<file path="src/design/itds_pkg.sv">
`default_nettype none

package itds_pkg;

  localparam int VALUE_WIDTH_DEF = 31;
  localparam int MAX_DIGITS_DEF  = 32;
  localparam int BITS_PER_CYCLE  = 8;

  localparam int RADIX_W = 6;
  localparam int DIGIT_W = 6;
  localparam int CHAR_W  = 7;
  localparam int PART_W  = RADIX_W + 1;

  localparam logic [RADIX_W-1:0] RADIX_RESET = RADIX_W'(10);
  localparam logic [RADIX_W-1:0] RADIX_MIN   = RADIX_W'(2);
  localparam logic [RADIX_W-1:0] RADIX_MAX   = RADIX_W'(36);

  localparam logic [DIGIT_W-1:0] DEC_DIGITS = DIGIT_W'(10);
  localparam logic [CHAR_W-1:0]  CHAR_ZERO  = 7'h30;
  localparam logic [CHAR_W-1:0]  CHAR_NINE  = 7'h39;
  localparam logic [CHAR_W-1:0]  CHAR_A     = 7'h41;
  localparam logic [CHAR_W-1:0]  CHAR_Z     = 7'h5A;

  typedef enum logic [1:0] {
    ST_IDLE,
    ST_DIV,
    ST_READ,
    ST_FETCH
  } state_e;

  function automatic logic [RADIX_W-1:0] eff_radix(input logic [RADIX_W-1:0] r);
    logic [RADIX_W-1:0] res;
    if (r < RADIX_MIN) begin
      res = RADIX_MIN;
    end else if (r > RADIX_MAX) begin
      res = RADIX_MAX;
    end else begin
      res = r;
    end
    return res;
  endfunction

  function automatic logic [CHAR_W-1:0] digit_ascii(input logic [DIGIT_W-1:0] d);
    logic [CHAR_W-1:0] res;
    if (d < DEC_DIGITS) begin
      res = {1'b0, d} + CHAR_ZERO;
    end else begin
      res = {1'b0, d} - {1'b0, DEC_DIGITS} + CHAR_A;
    end
    return res;
  endfunction

endpackage

`default_nettype wire

</file>
<file path="src/design/itds_div.sv">
`default_nettype none

module itds_div #(
  parameter int VALUE_WIDTH = itds_pkg::VALUE_WIDTH_DEF
) (
  input  wire logic                         clk_i,
  input  wire logic                         rst_ni,
  input  wire logic                         start_i,
  input  wire logic [VALUE_WIDTH-1:0]       dividend_i,
  input  wire logic [itds_pkg::RADIX_W-1:0] divisor_i,
  output logic                              done_o,
  output logic [VALUE_WIDTH-1:0]            quotient_o,
  output logic [itds_pkg::RADIX_W-1:0]      remainder_o
);

  localparam int K     = itds_pkg::BITS_PER_CYCLE;
  localparam int STEPS = (VALUE_WIDTH + K - 1) / K;
  localparam int PADW  = STEPS * K;
  localparam int SCW   = $clog2(STEPS + 1);
  localparam int RW    = itds_pkg::RADIX_W;
  localparam int PW    = itds_pkg::PART_W;

  logic [PADW-1:0] acc_q, acc_d;
  logic [RW-1:0]   rem_q, rem_d;
  logic [RW-1:0]   dvs_q;
  logic [SCW-1:0]  cnt_q;
  logic            busy_q;
  logic            done_q;

  always_comb begin
    logic [PW-1:0] part;
    logic          qbit;
    acc_d = acc_q;
    rem_d = rem_q;
    for (int j = 0; j < K; j++) begin
      part = {rem_d, acc_d[PADW-1]};
      if (part >= {1'b0, dvs_q}) begin
        qbit  = 1'b1;
        rem_d = RW'(part - {1'b0, dvs_q});
      end else begin
        qbit  = 1'b0;
        rem_d = part[RW-1:0];
      end
      acc_d = {acc_d[PADW-2:0], qbit};
    end
  end

  always_ff @(posedge clk_i or negedge rst_ni) begin
    if (!rst_ni) begin
      busy_q <= 1'b0;
      done_q <= 1'b0;
      cnt_q  <= '0;
    end else if (start_i) begin
      busy_q <= 1'b1;
      done_q <= 1'b0;
      cnt_q  <= SCW'(STEPS);
    end else if (busy_q) begin
      cnt_q <= cnt_q - SCW'(1);
      if (cnt_q == SCW'(1)) begin
        busy_q <= 1'b0;
        done_q <= 1'b1;
      end
    end else begin
      done_q <= 1'b0;
    end
  end

  always_ff @(posedge clk_i) begin
    if (start_i) begin
      acc_q <= PADW'(dividend_i);
      rem_q <= '0;
      dvs_q <= divisor_i;
    end else if (busy_q) begin
      acc_q <= acc_d;
      rem_q <= rem_d;
    end
  end

  assign done_o      = done_q;
  assign quotient_o  = acc_q[VALUE_WIDTH-1:0];
  assign remainder_o = rem_q;

endmodule

`default_nettype wire

</file>
<file path="src/design/itds_dstore.sv">
`default_nettype none

module itds_dstore #(
  parameter int DEPTH = itds_pkg::MAX_DIGITS_DEF
) (
  input  wire logic                         clk_i,
  input  wire logic                         wr_en_i,
  input  wire logic [$clog2(DEPTH)-1:0]     wr_addr_i,
  input  wire logic [itds_pkg::DIGIT_W-1:0] wr_data_i,
  input  wire logic                         rd_en_i,
  input  wire logic [$clog2(DEPTH)-1:0]     rd_addr_i,
  output logic [itds_pkg::DIGIT_W-1:0]      rd_data_o
);

  logic [itds_pkg::DIGIT_W-1:0] mem_q [DEPTH];
  logic [itds_pkg::DIGIT_W-1:0] rd_data_q;

  always_ff @(posedge clk_i) begin
    if (wr_en_i) begin
      mem_q[wr_addr_i] <= wr_data_i;
    end
  end

  always_ff @(posedge clk_i) begin
    if (rd_en_i) begin
      rd_data_q <= mem_q[rd_addr_i];
    end
  end

  assign rd_data_o = rd_data_q;

endmodule

`default_nettype wire

</file>
<file path="src/design/integer_to_digit_string_top.sv">
// Channel  Direction  Handshake               Payload
// in       input      in_valid_i / in_stall_o   value_i
// out      output     out_valid_o / out_stall_i digit_char_o, last_o
// cfg      input      cfg_we_i                  cfg_wdata_i (radix)
//
// Each digit is one division in the shared divider,
// which retires 8 quotient bits a cycle against the radix.
// Each character is then read back, most significant digit first, through the digit store read port.
// Reset restores radix 10; the digit store needs no clearing.
// A stall on out holds the output register; in stays stalled until the last beat is loaded.
`default_nettype none

module integer_to_digit_string_top #(
  parameter int VALUE_WIDTH = itds_pkg::VALUE_WIDTH_DEF,
  parameter int MAX_DIGITS  = itds_pkg::MAX_DIGITS_DEF
) (
  input  wire logic                         clk_i,
  input  wire logic                         rst_ni,
  input  wire logic                         cfg_we_i,
  input  wire logic [itds_pkg::RADIX_W-1:0] cfg_wdata_i,
  input  wire logic                         in_valid_i,
  output logic                              in_stall_o,
  input  wire logic [VALUE_WIDTH-1:0]       value_i,
  output logic                              out_valid_o,
  input  wire logic                         out_stall_i,
  output logic [itds_pkg::CHAR_W-1:0]       digit_char_o,
  output logic                              last_o
);

  localparam int AW = $clog2(MAX_DIGITS);
  localparam int CW = $clog2(MAX_DIGITS + 1);
  localparam logic [CW-1:0] MaxCnt = CW'(MAX_DIGITS);

  itds_pkg::state_e state_q, state_d;

  logic [itds_pkg::RADIX_W-1:0] radix_q;
  logic [CW-1:0]                cnt_q, cnt_d;
  logic [AW-1:0]                idx_q, idx_d;
  logic                         out_valid_q;
  logic [itds_pkg::CHAR_W-1:0]  out_char_q;
  logic                         out_last_q;

  logic                         div_start;
  logic [VALUE_WIDTH-1:0]       div_dividend;
  logic                         div_done;
  logic [VALUE_WIDTH-1:0]       div_quot;
  logic [itds_pkg::RADIX_W-1:0] div_rem;

  logic                         wr_en;
  logic                         rd_en;
  logic [itds_pkg::DIGIT_W-1:0] rd_data;
  logic                         load_out;
  logic                         slot_free;

  assign slot_free = !out_valid_q || !out_stall_i;

  itds_div #(
    .VALUE_WIDTH(VALUE_WIDTH)
  ) u_div (
    .clk_i      (clk_i),
    .rst_ni     (rst_ni),
    .start_i    (div_start),
    .dividend_i (div_dividend),
    .divisor_i  (itds_pkg::eff_radix(radix_q)),
    .done_o     (div_done),
    .quotient_o (div_quot),
    .remainder_o(div_rem)
  );

  itds_dstore #(
    .DEPTH(MAX_DIGITS)
  ) u_dstore (
    .clk_i    (clk_i),
    .wr_en_i  (wr_en),
    .wr_addr_i(cnt_q[AW-1:0]),
    .wr_data_i(div_rem),
    .rd_en_i  (rd_en),
    .rd_addr_i(idx_q),
    .rd_data_o(rd_data)
  );

  always_ff @(posedge clk_i or negedge rst_ni) begin
    if (!rst_ni) begin
      state_q <= itds_pkg::ST_IDLE;
      cnt_q   <= '0;
      idx_q   <= '0;
      radix_q <= itds_pkg::RADIX_RESET;
    end else begin
      state_q <= state_d;
      cnt_q   <= cnt_d;
      idx_q   <= idx_d;
      if (cfg_we_i) begin
        radix_q <= cfg_wdata_i;
      end
    end
  end

  always_comb begin
    state_d      = state_q;
    cnt_d        = cnt_q;
    idx_d        = idx_q;
    div_start    = 1'b0;
    div_dividend = value_i;
    wr_en        = 1'b0;
    rd_en        = 1'b0;
    load_out     = 1'b0;
    in_stall_o   = 1'b1;
    unique case (state_q)
      itds_pkg::ST_IDLE: begin
        in_stall_o = 1'b0;
        if (in_valid_i) begin
          div_start = 1'b1;
          cnt_d     = '0;
          state_d   = itds_pkg::ST_DIV;
        end
      end
      itds_pkg::ST_DIV: begin
        div_dividend = div_quot;
        if (div_done) begin
          wr_en = 1'b1;
          cnt_d = cnt_q + CW'(1);
          if (div_quot == '0 || cnt_q + CW'(1) == MaxCnt) begin
            idx_d   = cnt_q[AW-1:0];
            state_d = itds_pkg::ST_READ;
          end else begin
            div_start = 1'b1;
          end
        end
      end
      itds_pkg::ST_READ: begin
        rd_en   = 1'b1;
        state_d = itds_pkg::ST_FETCH;
      end
      itds_pkg::ST_FETCH: begin
        if (slot_free) begin
          load_out = 1'b1;
          if (idx_q == '0) begin
            state_d = itds_pkg::ST_IDLE;
          end else begin
            idx_d   = idx_q - AW'(1);
            state_d = itds_pkg::ST_READ;
          end
        end
      end
      default: begin
        state_d = itds_pkg::ST_IDLE;
      end
    endcase
  end

  always_ff @(posedge clk_i or negedge rst_ni) begin
    if (!rst_ni) begin
      out_valid_q <= 1'b0;
    end else if (load_out) begin
      out_valid_q <= 1'b1;
    end else if (!out_stall_i) begin
      out_valid_q <= 1'b0;
    end
  end

  always_ff @(posedge clk_i) begin
    if (load_out) begin
      out_char_q <= itds_pkg::digit_ascii(rd_data);
      out_last_q <= (idx_q == '0);
    end
  end

  assign out_valid_o  = out_valid_q;
  assign digit_char_o = out_char_q;
  assign last_o       = out_last_q;

  a_cnt_bound: assert property (@(posedge clk_i) disable iff (!rst_ni)
    cnt_q <= MaxCnt)
    else $error("digit count past store depth");

  a_done_in_div: assert property (@(posedge clk_i) disable iff (!rst_ni)
    div_done |-> state_q == itds_pkg::ST_DIV)
    else $error("divider done outside division phase");

  a_no_overwrite: assert property (@(posedge clk_i) disable iff (!rst_ni)
    (out_valid_q && out_stall_i) |-> !load_out)
    else $error("output beat overwritten while stalled");

  a_char_range: assert property (@(posedge clk_i) disable iff (!rst_ni)
    out_valid_o |-> ((digit_char_o >= itds_pkg::CHAR_ZERO && digit_char_o <= itds_pkg::CHAR_NINE)
                  || (digit_char_o >= itds_pkg::CHAR_A && digit_char_o <= itds_pkg::CHAR_Z)))
    else $error("digit character out of range");

  a_last_to_idle: assert property (@(posedge clk_i) disable iff (!rst_ni)
    (load_out && idx_q == '0) |=> state_q == itds_pkg::ST_IDLE && out_last_q)
    else $error("last beat loaded without return to idle");

endmodule

`default_nettype wire
</file>
<file path="config.mk">
export PLATFORM = sky130hd
export DESIGN_NAME = integer_to_digit_string_top
export DESIGN_NICKNAME = d
export VERILOG_FILES = /design/src/design/itds_pkg.sv /design/src/design/itds_div.sv /design/src/design/itds_dstore.sv /design/src/design/integer_to_digit_string_top.sv
export SDC_FILE = /design/constraint.sdc
export NUM_CORES = 1
export LEC_CHECK = 0
export BUFFER_PORTS_ARGS = -buffer_cell sky130_fd_sc_hd__clkbuf_2
export CORE_UTILIZATION = 55
export DETAILED_ROUTE_END_ITERATION = 10
export GPL_TIMING_DRIVEN = 0
export HOLD_SLACK_MARGIN = 0.05
export PLACE_DENSITY = 0.72
export SYNTH_ARGS = -nofsm -noshare
export SYNTH_HDL_FRONTEND = slang
export SYNTH_SLANG_ARGS = --single-unit
</file>
<file path="constraint.sdc">
create_clock -name clk_i -period 27.2 [get_ports clk_i]
set_input_delay 2.72 -clock clk_i [delete_from_list [all_inputs] [get_ports clk_i]]
set_output_delay 2.72 -clock clk_i [all_outputs]
set_load 0.02 [all_outputs]
</file>
## Word level (Yosys, flattened, before mapping)

Memory sizes are Yosys's and may differ from the RTL's. A register that Yosys moved wholly into a read port is not among the register bits.
Cells that the tools add are included.

| storage, ports and cells | value |
|---|---|
| bits in writable memories | 192 |
| memories kept | 1 |
| input port bits | 42 |
| bits in registers | 77 |
| output and inout bits | 10 |
| word-level logic and storage cells | 126 |
| memory bits (read-only) | 0 |
| bits in latches | 0 |

| operators by class | value |
|---|---|
| bitwise gates (word level) | 0 |
| multiply operators | 0 |
| divide/modulo/power cells | 0 |
| order comparisons | 11 |
| reduce and logical (&&, ||, !) cells | 15 |
| shifts and indexed selects | 0 |
| multiplexer cells | 57 |
| equal/unequal tests | 13 |
| add/sub/neg operators | 14 |

Memory list:

| memory | depth | bits a word | read ports | clocked after Yosys merged registers in | wr ports | RTL line | text |
|---|---|---|---|---|---|---|---|
| u_dstore.mem_q | 32 | 6 | 1 | 1 | 1 | itds_dstore.sv:15 | `logic [itds_pkg::DIGIT_W-1:0] mem_q [DEPTH];` |

Operators by type and width:

| cell | count |
|---|---|
| $mux 31 | 3 |
| $mux 6 | 11 |
| $ge 7x6->1 | 8 |
| $sub 6x6->6 | 8 |
| $logic_not 31->1 | 1 |
| $mux 1 | 27 |
| $mux 5 | 4 |
| $pmux 6 s2 | 1 |
| $mux 2 | 5 |
| $ne 2x2->1 const B | 5 |
| $pmux 5 s2 | 1 |
| $pmux 2 s4 | 1 |
| $add 6x6->7 const B | 1 |
| $add 7x7->7 const B | 1 |
| $mux 7 | 1 |
| $sub 6x4->7 const B | 1 |
| $add 6x1->6 const B | 1 |
| $eq 6x6->1 const B | 1 |
| $gt 6x6->1 const B | 1 |
| $lt 6x2->1 const B | 1 |
| $lt 6x4->1 const B | 1 |
| $mux 3 | 2 |
| $reduce_bool 2->1 | 3 |
| $logic_not 5->1 | 1 |
| other kinds (16) | 20 |

## Depth between registers and ports, before layout

| depth | value |
|---|---|
| depth after elaboration | 18 |
| gate-level depth with buffers | 78 |
| mapped depth without buffers | 74 |

## Modules after synthesis

From an unflattened synthesis, not the netlist that was laid out.

| second synthesis, totals | value |
|---|---|
| cells, all modules | 1,149 |
| area, all modules | 14,924.3 µm² |

Modules (own cells, without submodules):

| module | seq. area each (µm²) | area each (µm²) | times used | cells an instance |
|---|---|---|---|---|
| itds_dstore | 5,945.7 | 7,649.8 | 1 | 323 |
| itds_div | 1,376.3 | 5,248.8 | 1 | 557 |
| integer_to_digit_string_top | 743.2 | 2,025.7 | 1 | 269 |

## Least setup slack after synthesis

Ideal clock, no wire load.

| timing | value |
|---|---|
| path type | register to register |
| from | register u_div.rem_q[3], in the netlist u_div.remainder_o[3] |
| to | register u_div.acc_q[0] (data pin) |
| data required time | 26,940 ps |
| library setup time | 260 ps |
| stages on the path, launching flop included | 75 |
| arrival | 15,316 ps |
| path slack | 11,624 ps |
| period minus slack after synthesis | 15,576 ps |
| path buffers | 4 |
| path through | dfxtp_1 > ha_1 > a21o_1 > a211o_1 > a21o_1 > buf_6 > o21ai_0 > inv_1 > ha_1 > a21o_1 > a31oi_1 > o21ai_0 > a211oi_4 > mux2_2 > inv_1 > ha_1 > nor2b_1 > o31a_1 > (+39 left out) > nor2b_1 > o21ai_0 > nand2b_1 > a21o_1 > a21o_1 > a211o_1 > or3_1 > buf_6 > mux2i_1 > ha_1 > a21o_1 > a21o_1 > a21o_1 > a21o_1 > a211o_1 > inv_1 > o211ai_4 > mux2_2 |

| on the way | value |
|---|---|
| word-level cells in the longest chain between the ends | 18 |
| elaborated cells between the ends (all ways) | 25 |
| classes of those cells | add/sub: 7; order compare: 8; mux: 10 |

Ends and longest elaborated chain:

| what | RTL line | text |
|---|---|---|
| start, declared | itds_div.sv:24 | `logic [RW-1:0] rem_q, rem_d;` |
| start signal, assigned | itds_div.sv:75 | `rem_q <= rem_d;` |
| $sub 6x6->6 or $ge 7x6->1 (tied branches) | itds_div.sv:39, itds_div.sv:37 |  |
| $mux 6 * | itds_div.sv:37 | `if (part >= {1'b0, dvs_q}) begin` |
| $sub 6x6->6 or $ge 7x6->1 (tied branches) | itds_div.sv:39, itds_div.sv:37 |  |
| $mux 6 * | itds_div.sv:37 |  |
| $ge 7x6->1 or $sub 6x6->6 (tied branches) | itds_div.sv:37, itds_div.sv:39 |  |
| $mux 6 * | itds_div.sv:37 |  |
| $sub 6x6->6 or $ge 7x6->1 (tied branches) | itds_div.sv:39, itds_div.sv:37 |  |
| $mux 6 * | itds_div.sv:37 |  |
| (+2 left out) | - |  |
| $sub 6x6->6 or $ge 7x6->1 (tied branches) | itds_div.sv:39, itds_div.sv:37 |  |
| $mux 6 * | itds_div.sv:37 |  |
| $sub 6x6->6 or $ge 7x6->1 (tied branches) | itds_div.sv:39, itds_div.sv:37 |  |
| $mux 6 * | itds_div.sv:37 |  |
| $ge 7x6->1 * | itds_div.sv:37 |  |
| $mux 1 * | itds_div.sv:37 |  |
| $mux 31 * | itds_div.sv:73 | `end else if (busy_q) begin` |
| $mux 31 * | itds_div.sv:69 | `if (start_i) begin` |
| end signal, assigned | itds_div.sv:70 | `acc_q <= PADW'(dividend_i);` |
| end, declared | itds_div.sv:23 | `logic [PADW-1:0] acc_q, acc_d;` |

Every way passes the cells marked *; elsewhere a longest branch is shown, timed or not. The select of a mux whose other input is x is not followed.
A chain may end at the register's enable or synchronous reset.

## Worst setup path in the final report

Ends and elaborated chain as after synthesis.

==> impl_results.md <==
- Diodes inserted: 0
- Post-cts sizing count: 0
- Setup crit end kind: register
- DRT antenna net count: 0
- Number of max-cap violations: 0
- Crit-path slowest cell: dfxtp_1
- P&R area growth vs syn: 11.8%
- Crit path arrival time: 18.95 ns
- Gate Count Post-Synth: 963
- Core area: 24,500 µm²
- Post-synth EDFFs: 243
- Die X: 161 µm
- Crit path required time: 27.52 ns
- Final Hold Fails: 0
- Routed len/inst: 21.5 µm
- Setup-failing EPs final: 0
- Final WL: 29.9 mm
- Max Clk Rate: 53.7 MHz
- Iter 0 DRT Violations: 760
- CP Class: register to register
- Period minus WS final: 18.63 ns
- Final RePlAce weighted congestion: 0.825
- Hold Buf Count CTS: 0
- Initial antenna violation count: 0
- Syn nets: 1,072
- Post-synthesis average cell area: 14.4 µm²
- Worst-Margin Slew: 1.37 ns
- RSZ-0062 raised after global routing: no
- First-pass GRT wire length: 46.7 mm
- Clock Sinks: 275
- TritonCTS clock tree: built
- CP top delay family: compound AO/OA/AOI/OAI gates
- Largest net degree at the start of global routing: 37
- Die Y: 161 µm
- # DRC: 0
- CP most frequent cell: a21o_1
- I/O pin count: 52
- Slew Limit Headroom: 8.39%
- CTS Buffer Depth: 3
- CTS clk-pin slew, worst paths: 0.06 ns
- HPWL after DPL: 20.8 mm
- HP Class: register to register
- Synth warn: 0
- Layout cells sized above 1: 20.9%
- FP Rows: 57
- Total CTS buffers: 28
- Detailed-router iteration count before antenna repair: 5
- Port bufs: 50
- Synth Register Bits: 275
- Via Count: 8,319
- Final Skew: 0.0437 ns
- CP bufs+invs: 10
- Sequential-to-total area share from yosys stat: 58.4%
- Asr flop ratio synth: 9.09%
- Die area: 25,800 µm²
- Clk_lat worst skew: 0.57 ns
- Setup ws final: 8.57 ns
- Final period utilization: 68.5%
- Via density: 5.98
- Status: finished, final reports clean
- Fin Hold WS: 0.516 ns
- H-Tree Depth: 1
- Nets: 1,153
- Place WS: 8.75 ns
- Main synth FF type: edfxtp_1
- CTS Root Cell: clkbuf_16
- Total track usage: 23.9%
- Worst setup SP type: register
- Netlist cell types: 63
- Postcts setup bufs: 0
- Peak per-stage delay on the critical path: 1.20 ns
- Number of global-route vias before repair: 8,317
- Crit-path max FO: 36
- Slew Viols, Final: 0
- Final setup TNS: 0 ns
- Total grt overflow: 0
- Synthesized area: 13,800 µm²
- Initial core utilization: 56.5%
==> synthesized netlist by cell type (5+ instances only) <==
library cell	instances	area share (%)
a211oi_1	13	0.71
a21o_1	20	1.1
a21oi_1	34	1.2
and3_1	6	0.27
clkbuf_1	27	0.73
dfrtp_1	23	4.2
dfxtp_1	7	1.0
edfxtp_1	243	53
fa_1	8	1.2
ha_1	59	5.3
inv_1	53	1.4
mux2_2	55	4.5
mux2i_1	18	1.3
mux4_2	60	9.8
nand2_1	50	1.4
nand2b_1	12	0.54
nand3_1	15	0.54
nand3b_1	6	0.33
nor2_1	75	2.0
nor2b_1	12	0.54
nor3_1	11	0.40
nor4_1	7	0.32
o211ai_1	5	0.27
o21a_1	5	0.27
o21ai_0	36	1.3
xnor2_1	21	1.3
xor2_1	11	0.70
==> registers in the layout, summed over array words and instances, names as in the netlist <==
register	flops
u_div.cnt_q	3
u_dstore.mem_q	192
state_q	2
u_div.done_o	1
u_div.remainder_o	6
u_div.busy_q	1
u_div.acc_q	32
digit_char_o	7
radix_q	6
last_o	1
cnt_q	6
u_div.dvs_q	6
out_valid_o	1
idx_q	5
u_dstore.rd_data_o	6
==> metal layers <==
metal	global-route usage (%)	vias to the layer above	part of all wire, %
li1	-	3860	-
met1	34.4	4125	44
met5	0	-	0
met2	38.1	284	48
met3	3.51	50	6.3
met4	7.10	0	2.4
==> layout by cell type (no fill, tap or decap), drive strengths merged, types with 4 or more instances in the layout <==
cell type	Yosys	routed
dfxtp	7	7
nand3b	6	6
o21ai	37	37
ha	59	59
nor3b	4	4
nand2	50	50
dfrtp	23	23
nand4	4	4
a31oi	4	4
xnor2	21	21
o22ai	4	4
nor3	11	11
inv	53	54
a21o	20	20
a211oi	14	14
and3	6	6
o211ai	6	6
mux4	60	60
a21oi	35	35
buf	8	9
nand3	15	15
a211o	4	4
fa	8	8
nand2b	12	12
clkbuf	27	111
clkinv	0	11
nor2b	12	12
xor2	11	11
and2	4	4
bufinv	0	4
mux2i	18	18
edfxtp	243	243
o21a	5	5
nor4	7	7
mux2	55	55
nor2	75	75
==> path summary, 6_finish.rpt <==
check	cells past startpoint	from	endpoint	slack, ns
setup / recovery	73	u_div.remainder_o[3]	u_div.acc_q[0]	8.57
hold / removal	1	radix_q[0]	radix_q[0]	0.52
min in group asynchronous	1	rst_ni	u_div.cnt_q[1]	2.22
max in group asynchronous	1	rst_ni	u_div.cnt_q[0]	24.47
hold reg to reg	1	radix_q[0]	radix_q[0]	0.52
setup reg to reg	73	u_div.remainder_o[3]	u_div.acc_q[0]	8.57
==> per-stage QoR <==
| stage | cell area (µm²) | utilization [%] | cells |
|---|---|---|---|
| floorplan | 13800 | - | 963 |
| CTS | 15500 | 63.2 | 1390 |
| global placement | 14500 | 59.2 | 1337 |
| finish | 15500 | 63.2 | 1390 |
| global route | 15500 | 63.2 | 1390 |
| detailed placement | 14500 | 59.3 | 1338 |
==> layout make-up <==
cell class              instances  area, µm²
flip-flops and latches        275       8070
clock inverters                18        216
clock buffers                  34        743
multi-input cells             600       5410
fillers                      1773       9010
plain buffers                  35        149
inverters                      53        199
repair buffers                 51        265
well taps                     324        405
==> cells by family (layout without fill, tap and decap cells) <==
family                   Yosys count  count (layout)  share of synthesized area, %
flip-flops                       275             275                          58.4
AND/OR/NAND/NOR                  218             218                          7.72
AO/OA/AOI/OAI                    149             149                          7.25
multiplexers                     133             133                          15.6
buffers and inverters             88             191                          2.52
adder cells (fa/ha/maj)           68              68                          6.57
XOR/XNOR                          32              32                          2.03
Power is not shown: default switching activity piles up to over one toggle a cycle in this logic, so the estimate is an artifact.
